<file path="config.mk">
export PLATFORM = sky130hd
export DESIGN_NAME = double_ended_queue
export DESIGN_NICKNAME = d
export VERILOG_FILES = /design/src/rtl/deq_pkg.sv /design/src/rtl/deq_cell.sv /design/src/rtl/double_ended_queue.sv
export VERILOG_INCLUDE_DIRS = /design/src /design/src/rtl
export SDC_FILE = /design/constraint.sdc
export NUM_CORES = 1
export LEC_CHECK = 0
export ABC_CLOCK_PERIOD_IN_PS = 5600
export BUFFER_PORTS_ARGS = -buffer_cell sky130_fd_sc_hd__buf_2
export CAP_MARGIN = 20
export CELL_PAD_IN_SITES_DETAIL_PLACEMENT = 1
export CELL_PAD_IN_SITES_GLOBAL_PLACEMENT = 2
export CORE_UTILIZATION = 40
export CTS_CLUSTER_DIAMETER = 60
export CTS_CLUSTER_SIZE = 10
export DETAILED_ROUTE_END_ITERATION = 12
export GPL_ROUTABILITY_DRIVEN = 0
export GPL_TIMING_DRIVEN = 0
export PLACE_DENSITY_LB_ADDON = 0.3
export SLEW_MARGIN = 20
export SYNTH_ARGS = -nofsm -noshare
export SYNTH_HDL_FRONTEND = slang
export SYNTH_HIERARCHICAL = 1
export SYNTH_SLANG_ARGS = --single-unit
</file>
<file path="constraint.sdc">
create_clock -name clk -period 5.6 [get_ports clk]
set_clock_uncertainty 0.15 [all_clocks]
set_input_delay 1.12 -clock clk [delete_from_list [all_inputs] [get_ports clk]]
set_output_delay 1.12 -clock clk [all_outputs]
set_load 0.05 [all_outputs]
</file>
<file path="src/rtl/assert_macros.svh">
// Assertion macros shared by the deque RTL.
// No dependencies; included by files that carry concurrent assertions.
`ifndef ASSERT_MACROS_SVH
`define ASSERT_MACROS_SVH

`ifndef SYNTHESIS

// Checks that a condition holds at every clock edge outside reset.
`define DEQ_ASSERT_ALWAYS(lbl, clk, rstn, cond, msg) \
  lbl: assert property (@(posedge clk) disable iff (!rstn) (cond)) else $error(msg);

// Checks that a consequent holds in the cycle after its trigger.
`define DEQ_ASSERT_NEXT(lbl, clk, rstn, trig, cons, msg) \
  lbl: assert property (@(posedge clk) disable iff (!rstn) (trig) |=> (cons)) else $error(msg);

// Checks that a consequent holds in the same cycle as its trigger.
`define DEQ_ASSERT_SAME(lbl, clk, rstn, trig, cons, msg) \
  lbl: assert property (@(posedge clk) disable iff (!rstn) (trig) |-> (cons)) else $error(msg);

`else

`define DEQ_ASSERT_ALWAYS(lbl, clk, rstn, cond, msg)
`define DEQ_ASSERT_NEXT(lbl, clk, rstn, trig, cons, msg)
`define DEQ_ASSERT_SAME(lbl, clk, rstn, trig, cons, msg)

`endif

`endif

</file>
<file path="src/rtl/deq_pkg.sv">
// Shared types and constants for the double-ended queue.
// No dependencies; imported by deq_cell, double_ended_queue, deque_checker and tb.
`timescale 1ns / 1ps

package deq_pkg;

  localparam int DEPTH  = 16;
  localparam int IDX_W  = $clog2(DEPTH);
  localparam int CNT_W  = $clog2(DEPTH + 1);
  localparam int DATA_W = 32;
  localparam int CMD_W  = 3;
  localparam int STAT_W = 2;

  typedef enum logic [CMD_W-1:0] {
    CMD_PUSH_FRONT = 3'd0,
    CMD_POP_FRONT  = 3'd1,
    CMD_PUSH_REAR  = 3'd2,
    CMD_POP_REAR   = 3'd3,
    CMD_COUNT      = 3'd4
  } cmd_t;

  typedef enum logic [STAT_W-1:0] {
    ST_OK    = 2'd0,
    ST_EMPTY = 2'd1,
    ST_FULL  = 2'd2
  } status_t;

  // What a cell loads on the coming edge.
  typedef enum logic [1:0] {
    CELL_HOLD       = 2'd0,
    CELL_FROM_LEFT  = 2'd1,
    CELL_FROM_RIGHT = 2'd2,
    CELL_LOAD       = 2'd3
  } cell_op_t;

  typedef struct packed {
    cell_op_t op;
    logic     rd_sel;
  } cell_ctrl_t;

endpackage

</file>
<file path="src/rtl/deq_cell.sv">
// One storage cell of the deque row: holds one element in queue order.
// Depends on deq_pkg.
`timescale 1ns / 1ps

module deq_cell import deq_pkg::*; (
  input  logic              clk,
  input  cell_ctrl_t        ctrl,
  input  logic [DATA_W-1:0] left_data,
  input  logic [DATA_W-1:0] right_data,
  input  logic [DATA_W-1:0] load_data,
  output logic [DATA_W-1:0] data_o,
  output logic [DATA_W-1:0] tap_o
);

  logic [DATA_W-1:0] data_r;
  logic [DATA_W-1:0] data_nxt;

  always_comb begin
    case (ctrl.op)
      CELL_FROM_LEFT:  data_nxt = left_data;
      CELL_FROM_RIGHT: data_nxt = right_data;
      CELL_LOAD:       data_nxt = load_data;
      default:         data_nxt = data_r;
    endcase
  end

  always_ff @(posedge clk) begin
    data_r <= data_nxt;
  end

  assign data_o = data_r;
  // Only the selected cell drives its value onto the shared read OR.
  assign tap_o  = ctrl.rd_sel ? data_r : '0;

endmodule

</file>
<file path="src/rtl/double_ended_queue.sv">
// Top level of the bounded double-ended queue built as a row of shifting cells.
// Depends on deq_pkg, deq_cell and assert_macros.svh.
//
//   Channel  | Direction | tdata                                  | tuser
//   ---------+-----------+----------------------------------------+-------------
//   in_      | sink      | [31:0] value                           | [2:0] cmd
//   out_     | source    | [31:0] popped_value, [36:32] count     | [1:0] status
//
// Every command completes when its transaction is accepted; a new transaction can be taken each cycle.
// The result appears in the output register in the cycle after its input transaction.
// Throughput is set by the output register: input is taken while it is empty
// or being drained in the same cycle.
// Reset (rst_n low, synchronous) empties the queue and the output register.
`timescale 1ns / 1ps
`include "assert_macros.svh"

module double_ended_queue import deq_pkg::*; (
  input  logic        clk,
  input  logic        rst_n,
  // Input channel.
  input  logic        in_tvalid,
  output logic        in_tready,
  input  logic [31:0] in_tdata,   // [31:0] value
  input  logic [2:0]  in_tuser,   // [2:0] cmd
  // Result channel.
  output logic        out_tvalid,
  input  logic        out_tready,
  output logic [39:0] out_tdata,  // [31:0] popped_value, [36:32] element_count, rest zero
  output logic [1:0]  out_tuser   // [1:0] status
);

  // The row keeps elements in queue order: cell 0 is the front and cell
  // count-1 is the rear. A push or pop at the front shifts the whole row by
  // one place, while rear operations touch only the cell at the rear.

  logic                in_acc;
  cmd_t                cmd;
  logic [DATA_W-1:0]   in_value;

  logic [CNT_W-1:0]    count_r;
  logic [CNT_W-1:0]    count_nxt;
  logic                full;
  logic                empty;
  logic [IDX_W-1:0]    rear_idx;
  logic [IDX_W-1:0]    tail_idx;

  cell_ctrl_t          ctrl      [DEPTH];
  logic [DATA_W-1:0]   cell_data [DEPTH];
  logic [DATA_W-1:0]   cell_tap  [DEPTH];
  logic [DATA_W-1:0]   rd_data;

  status_t             status;
  logic [DATA_W-1:0]   popped;

  logic                out_valid_r;
  logic [DATA_W-1:0]   out_popped_r;
  logic [CNT_W-1:0]    out_count_r;
  status_t             out_status_r;

  assign in_tready = !out_valid_r || out_tready;
  assign in_acc    = in_tvalid && in_tready;
  assign cmd       = cmd_t'(in_tuser);
  assign in_value  = in_tdata;

  assign full      = (count_r == CNT_W'(DEPTH));
  assign empty     = (count_r == '0);
  // Rear element sits one below the count; the free slot at the count.
  assign rear_idx  = IDX_W'(count_r - CNT_W'(1));
  assign tail_idx  = count_r[IDX_W-1:0];

  // The selected cell's tap is the only nonzero one, so an OR picks it.
  always_comb begin
    rd_data = '0;
    for (int i = 0; i < DEPTH; i++) begin
      rd_data = rd_data | cell_tap[i];
    end
  end

  // A cell is selected only by a pop that finds an element, so the OR of the
  // taps is already zero for every other command.
  assign popped = rd_data;

  // Command decode: sets the cell controls, the next count and the status.
  always_comb begin
    count_nxt = count_r;
    status    = ST_OK;
    for (int i = 0; i < DEPTH; i++) begin
      ctrl[i].op     = CELL_HOLD;
      ctrl[i].rd_sel = 1'b0;
    end
    case (cmd)
      CMD_PUSH_FRONT: begin
        if (full) begin
          status = ST_FULL;
        end else begin
          count_nxt = count_r + CNT_W'(1);
          for (int i = 0; i < DEPTH; i++) begin
            ctrl[i].op = in_acc ? CELL_FROM_LEFT : CELL_HOLD;
          end
        end
      end
      CMD_PUSH_REAR: begin
        if (full) begin
          status = ST_FULL;
        end else begin
          count_nxt = count_r + CNT_W'(1);
          for (int i = 0; i < DEPTH; i++) begin
            if (in_acc && tail_idx == IDX_W'(i)) begin
              ctrl[i].op = CELL_LOAD;
            end
          end
        end
      end
      CMD_POP_FRONT: begin
        if (empty) begin
          status = ST_EMPTY;
        end else begin
          count_nxt      = count_r - CNT_W'(1);
          ctrl[0].rd_sel = 1'b1;
          for (int i = 0; i < DEPTH; i++) begin
            ctrl[i].op = in_acc ? CELL_FROM_RIGHT : CELL_HOLD;
          end
        end
      end
      CMD_POP_REAR: begin
        if (empty) begin
          status = ST_EMPTY;
        end else begin
          count_nxt = count_r - CNT_W'(1);
          for (int i = 0; i < DEPTH; i++) begin
            ctrl[i].rd_sel = (rear_idx == IDX_W'(i));
          end
        end
      end
      default: begin
        // Count report and unused codes change nothing.
      end
    endcase
  end

  // The cell row. Cell 0 takes the pushed value when the row shifts toward
  // the rear; the last cell keeps its own value when the row shifts forward.
  for (genvar g = 0; g < DEPTH; g++) begin : g_cell
    logic [DATA_W-1:0] left_in;
    logic [DATA_W-1:0] right_in;

    if (g == 0) begin : g_first
      assign left_in = in_value;
    end else begin : g_inner_l
      assign left_in = cell_data[g-1];
    end

    if (g == DEPTH - 1) begin : g_last
      assign right_in = cell_data[g];
    end else begin : g_inner_r
      assign right_in = cell_data[g+1];
    end

    deq_cell u_cell (
      .clk        (clk),
      .ctrl       (ctrl[g]),
      .left_data  (left_in),
      .right_data (right_in),
      .load_data  (in_value),
      .data_o     (cell_data[g]),
      .tap_o      (cell_tap[g])
    );
  end

  always_ff @(posedge clk) begin
    if (!rst_n) begin
      count_r     <= '0;
      out_valid_r <= 1'b0;
    end else begin
      if (in_acc) begin
        count_r     <= count_nxt;
        out_valid_r <= 1'b1;
      end else if (out_tready) begin
        out_valid_r <= 1'b0;
      end
    end
  end

  // Result payload; loaded only with an accepted transaction.
  always_ff @(posedge clk) begin
    if (in_acc) begin
      out_popped_r <= popped;
      out_count_r  <= count_nxt;
      out_status_r <= status;
    end
  end

  assign out_tvalid = out_valid_r;
  assign out_tdata  = {3'b000, out_count_r, out_popped_r};
  assign out_tuser  = out_status_r;

  `DEQ_ASSERT_ALWAYS(a_count_bound, clk, rst_n, count_r <= CNT_W'(DEPTH), "count above depth")
  `DEQ_ASSERT_NEXT(a_push_grows, clk, rst_n, in_acc && !full && (cmd == CMD_PUSH_FRONT || cmd == CMD_PUSH_REAR), count_r == $past(count_r) + CNT_W'(1), "accepted push did not grow count")
  `DEQ_ASSERT_NEXT(a_pop_shrinks, clk, rst_n, in_acc && !empty && (cmd == CMD_POP_FRONT || cmd == CMD_POP_REAR), count_r == $past(count_r) - CNT_W'(1), "accepted pop did not shrink count")
  `DEQ_ASSERT_SAME(a_full_flag, clk, rst_n, out_valid_r && out_status_r == ST_FULL, out_count_r == CNT_W'(DEPTH), "full status with room left")
  `DEQ_ASSERT_SAME(a_empty_flag, clk, rst_n, out_valid_r && out_status_r == ST_EMPTY, out_count_r == '0 && out_popped_r == '0, "empty status with elements held")

endmodule

</file>
# Yosys cells after proc, flatten, opt, wreduce, memory -nomap -nowiden
# Cells that the tools add are included.
# Widths: inputs -> output; s select.
# word_totals
input_bits	39
reg_bits	557
# op_classes
n_reduce_logical	43
n_eq_ne	81
bitwise_logic	15
addsub	2
mux	125
# op_table
cell	n
$pmux 32 s3	14
$mux 32	16
$or 32x32->32	15
$pmux 32 s2	2
$pmux 2 s3	16
$mux 2	35
$eq 4x4->1 const B	16
$eq 2x2->1 const B	31
$reduce_bool 3->1	14
$mux 1	36
$eq 2x1->1 const B	16
$eq 4x3->1 const B	8
$logic_and 1x1->1	17
$eq 4x2->1 const B	4
$mux 5	3
$pmux 5 s2	1
$eq 4x1->1 const B	2
$logic_not 4->1	2
$eq 3x2->1 const B	2
$reduce_bool 2->1	3
$reduce_or 2->1	3
$add 5x1->5 const B	1
$eq 5x5->1 const B	1
$logic_not 5->1	1
other kinds (7)	7

# Logic depth before layout (Yosys ltp)
# logic_depth
word_depth	22
mapped_depth	12

# Hierarchy
# The synthesis kept the hierarchy.
# modules_own_cells
mod	n_inst	area_each_um2	cells_each
deq_cell	16	1884.3	175
double_ended_queue	1	3434.5	403

# Worst setup path after synthesis
# No wires, ideal clock.
# synth_timing
kind	in2reg
start	in out_tready
end	reg g_cell[13].u_cell.data_r[0], enable pin
path_slack_ps	952
arrival_time_ps	4123
path_stages	10
required_ps	5075
setup_ps	375
path_cell_list	nor2b_1 inv_2 and2_1 clkbuf_1 nand2_2 buf_2 nor2_1 buf_6 buf_12 or2_2
# synth_lines
element	line_no	rtl
start, declared	double_ended_queue.sv:27	input logic out_tready,
end signal, assigned	deq_cell.sv:28	data_r <= data_nxt;
end, declared	deq_cell.sv:15	logic [DATA_W-1:0] data_r;

==> out/results.ini <==
[outcome]
status=finished, final reports clean

[clock_network]
cts_tree=done
cts.sinks=557
clkTransAtPathRegs_ns=0.05
cts-resized-gates=0
cts_setup_buffers=0
clk_path_buf_depth=3
htreeDepth=3
cts_inserted_buffers=73
cts_root_buf=clkbuf_16
holdBufCountCts=0
clock_latency_ns=0.62

[synthesis]
synth_top_area_share_pct=49.3
syn_area_um2=33600
synth_xor_area_share_pct=0.0522
muxShareOfSynthArea_pct=15.3
synthSimpleGateAreaFrac_pct=20.1
synth-compound-area-share_pct=8.73
synthAdderAreaFrac_pct=0.224
synth_top_area_cell=edfxtp_1
synthArstFlopShare_pct=0
synth_top_family_by_area=simple AND/OR/NAND/NOR gates
ys_seq_area_share_pct=49.6
synth_seq_cells=557
ys.flop_type=edfxtp_1
syn_avg_cell_area_um2=10.5
syn_inst=3203
synth-edff-count=551
yosys_warnings=6
synth_area_leaders=edfxtp_1 (49%), mux2i_1 (15%), and2_1 (9.6%)
synth_cell_types=53

[grt]
first_global_vias=27962
grt_usage_pct=26.6
grt_first_pass_wirelength_mm=171
overflow=0
antenna_found_initial=4
grt_max_degree=45

[critical_path]
critPathCaptureType=flip-flop
r2r_cells=11
reg2reg_to=out_popped_r[10]
cp_max_fo=44
r2r_slack_ns=1.39
r2r-start=count_r[1]
critPathKind=in2reg
crit_arrival_ns=4.32
critPathLaunchType=input pin
critical_path_required_ns=5.68

[pwr]
ir_drop_uv=205
powerDensity_nw_per_um2=268
power_mw=10.0
leakagePower_nw=12.7

[sta]
tightest_slew_ns=0.977
rsz0062_at_grt=no
fmax_ghz=0.236
tns_ns=0
min_period_ns=4.24
post-route-period-util_pct=75.7
hold_violations=0
finalMaxSlewViolations=0
relSlewSlack_pct=34.9
setup-violations-final=0
setup_ws_ns=1.36

[flow_run]
maxCapViolations=0

[worst_hold_path]
whs_path_depth=2
hp-class=reg2reg
hold_start=count_r[4]
hold_end=count_r[4]

[floorplan]
ios=83
start_util_pct=40.6
fp.dieH_um=292
die_w_um=292
core_um2=82600
core.rowCount=105
die_area_um2=85100

[final_layout]
nets=3402
final_area_um2=37500
drive_gt1_share_pct=10.1
area_growth_pct=11.7

[route]
viasPerCell=5.74
totalWireLength_mm=114
first_iter_violations=1663
drc=0
firstDrtPassIters=5
wl_per_cell_um=25.6
vias=25656
drtAntennaViolNets=0

[placement]
pre_cts_slack_ns=0.772
placed_area_um2=35300
hpwlAfterDp_mm=91.2
io_buffer_count=77

[cell usage in the layout, fill, tap and decap left out, types with 3 or more instances in the layout]
master,n
or2_2,18
nand2_1,15
o22ai_1,3
nand3_1,10
clkbuf_16,74
nor3_1,3
nand3b_1,3
dfxtp_1,6
mux2i_1,513
buf_12,48
inv_6,5
nor2_1,555
ha_1,6
nor4_1,129
clkbuf_1,111
a31oi_1,3
clkinv_2,5
bufinv_16,3
a21oi_1,532
buf_2,134
nor2b_1,3
inv_1,7
o21ai_0,23
diode_2,3
edfxtp_1,551
conb_1,3
nand4_1,33
buf_4,20
and2_1,515
buf_6,17
clkinv_1,6
[cells by family after synthesis]
group,after synthesis
simple gates,1301
xor+xnor,2
other cells,1
fa+ha+maj,6
flops,557
buf+inv,250
compound gates,573
mux,513
[through the flow]
step	std cells	util, %	hold slack, ns
global route	4465	45.4	0.475
CTS	4465	45.4	0.446
global placement	4352	42.7	0.419
floorplan	3205	-	0.392
finish	4468	45.4	0.443
detailed placement	4352	42.7	0.438
[power breakdown]
group | internal [mW] | switching [mW] | leakage [nW]
Combinational | 0.256 | 0.539 | 6.56
Sequential | 4.72 | 0.0904 | 5.10
Clock | 2.57 | 1.86 | 1.06
[cell usage after synthesis (2+ instances only)]
master,count
nor2_1,555
edfxtp_1,551
a21oi_1,532
and2_1,515
mux2i_1,513
nor4_1,129
clkbuf_1,100
buf_2,57
buf_12,48
nand4_1,33
o21ai_0,23
buf_4,20
or2_2,18
buf_6,17
nand2_1,15
nand3_1,10
inv_1,7
dfxtp_1,6
ha_1,6
a31oi_1,3
nand3b_1,3
nor2b_1,3
nor3_1,3
o22ai_1,3
a21o_1,2
nand2b_1,2
nor4b_1,2
xnor2_1,2
[final cells by class]
type,count,area [um2]
timing repair buffer,77,385
sequential,557,16700
clock buffer,88,1920
antenna,3,7.51
inverter,8,30.0
multi-input combinational,2398,14900
clock inverter,25,250
fill,9029,45100
buffer,242,1970
tap,1070,1340
[critical path: stages]
cell	delay (ns)
buf_2	0.08
nor2b_1	0.06
inv_2	0.08
and2_1	0.12
clkbuf_4	0.61
nand2_2	0.22
buf_2	0.25
nor2_1	0.59
buf_6	0.28
buf_12	0.16
or2_2	0.71
[worst max path at each step]
stage | start | to | slack, ns | depth (start not counted)
detailed placement | out_tready | g_cell[14].u_cell/data_o[5] | 0.77 | 11
finish | out_tready | g_cell[14].u_cell/data_o[0] | 1.36 | 11
floorplan | out_tready | g_cell[13].u_cell/data_o[0] | 0.95 | 10
global route | count_r[0] | g_cell[15].u_cell/data_o[0] | 1.24 | 10
global placement | out_tready | g_cell[15].u_cell/data_o[6] | -1.05 | 9
CTS | count_r[1] | g_cell[15].u_cell/data_o[9] | 1.39 | 10
[flip-flops by register name, summed over array words and instances (netlist names)]
signal and flops:
out_tuser 2, out_tvalid 1, out_popped_r 32, count_r 5, g_cell.u_cell/data_o 512, out_count_r 5
[layer usage]
metal / up-vias / track usage [%] / wire length (um)
li1: 11869 / - / -
met1: 12940 / 33.4 / 48300
met2: 614 / 45.8 / 55900
met3: 233 / 2.66 / 4350
met4: 0 / 13.1 / 5920
met5: - / 0 / 0
Note: power is estimated with default switching activity, not from simulation.
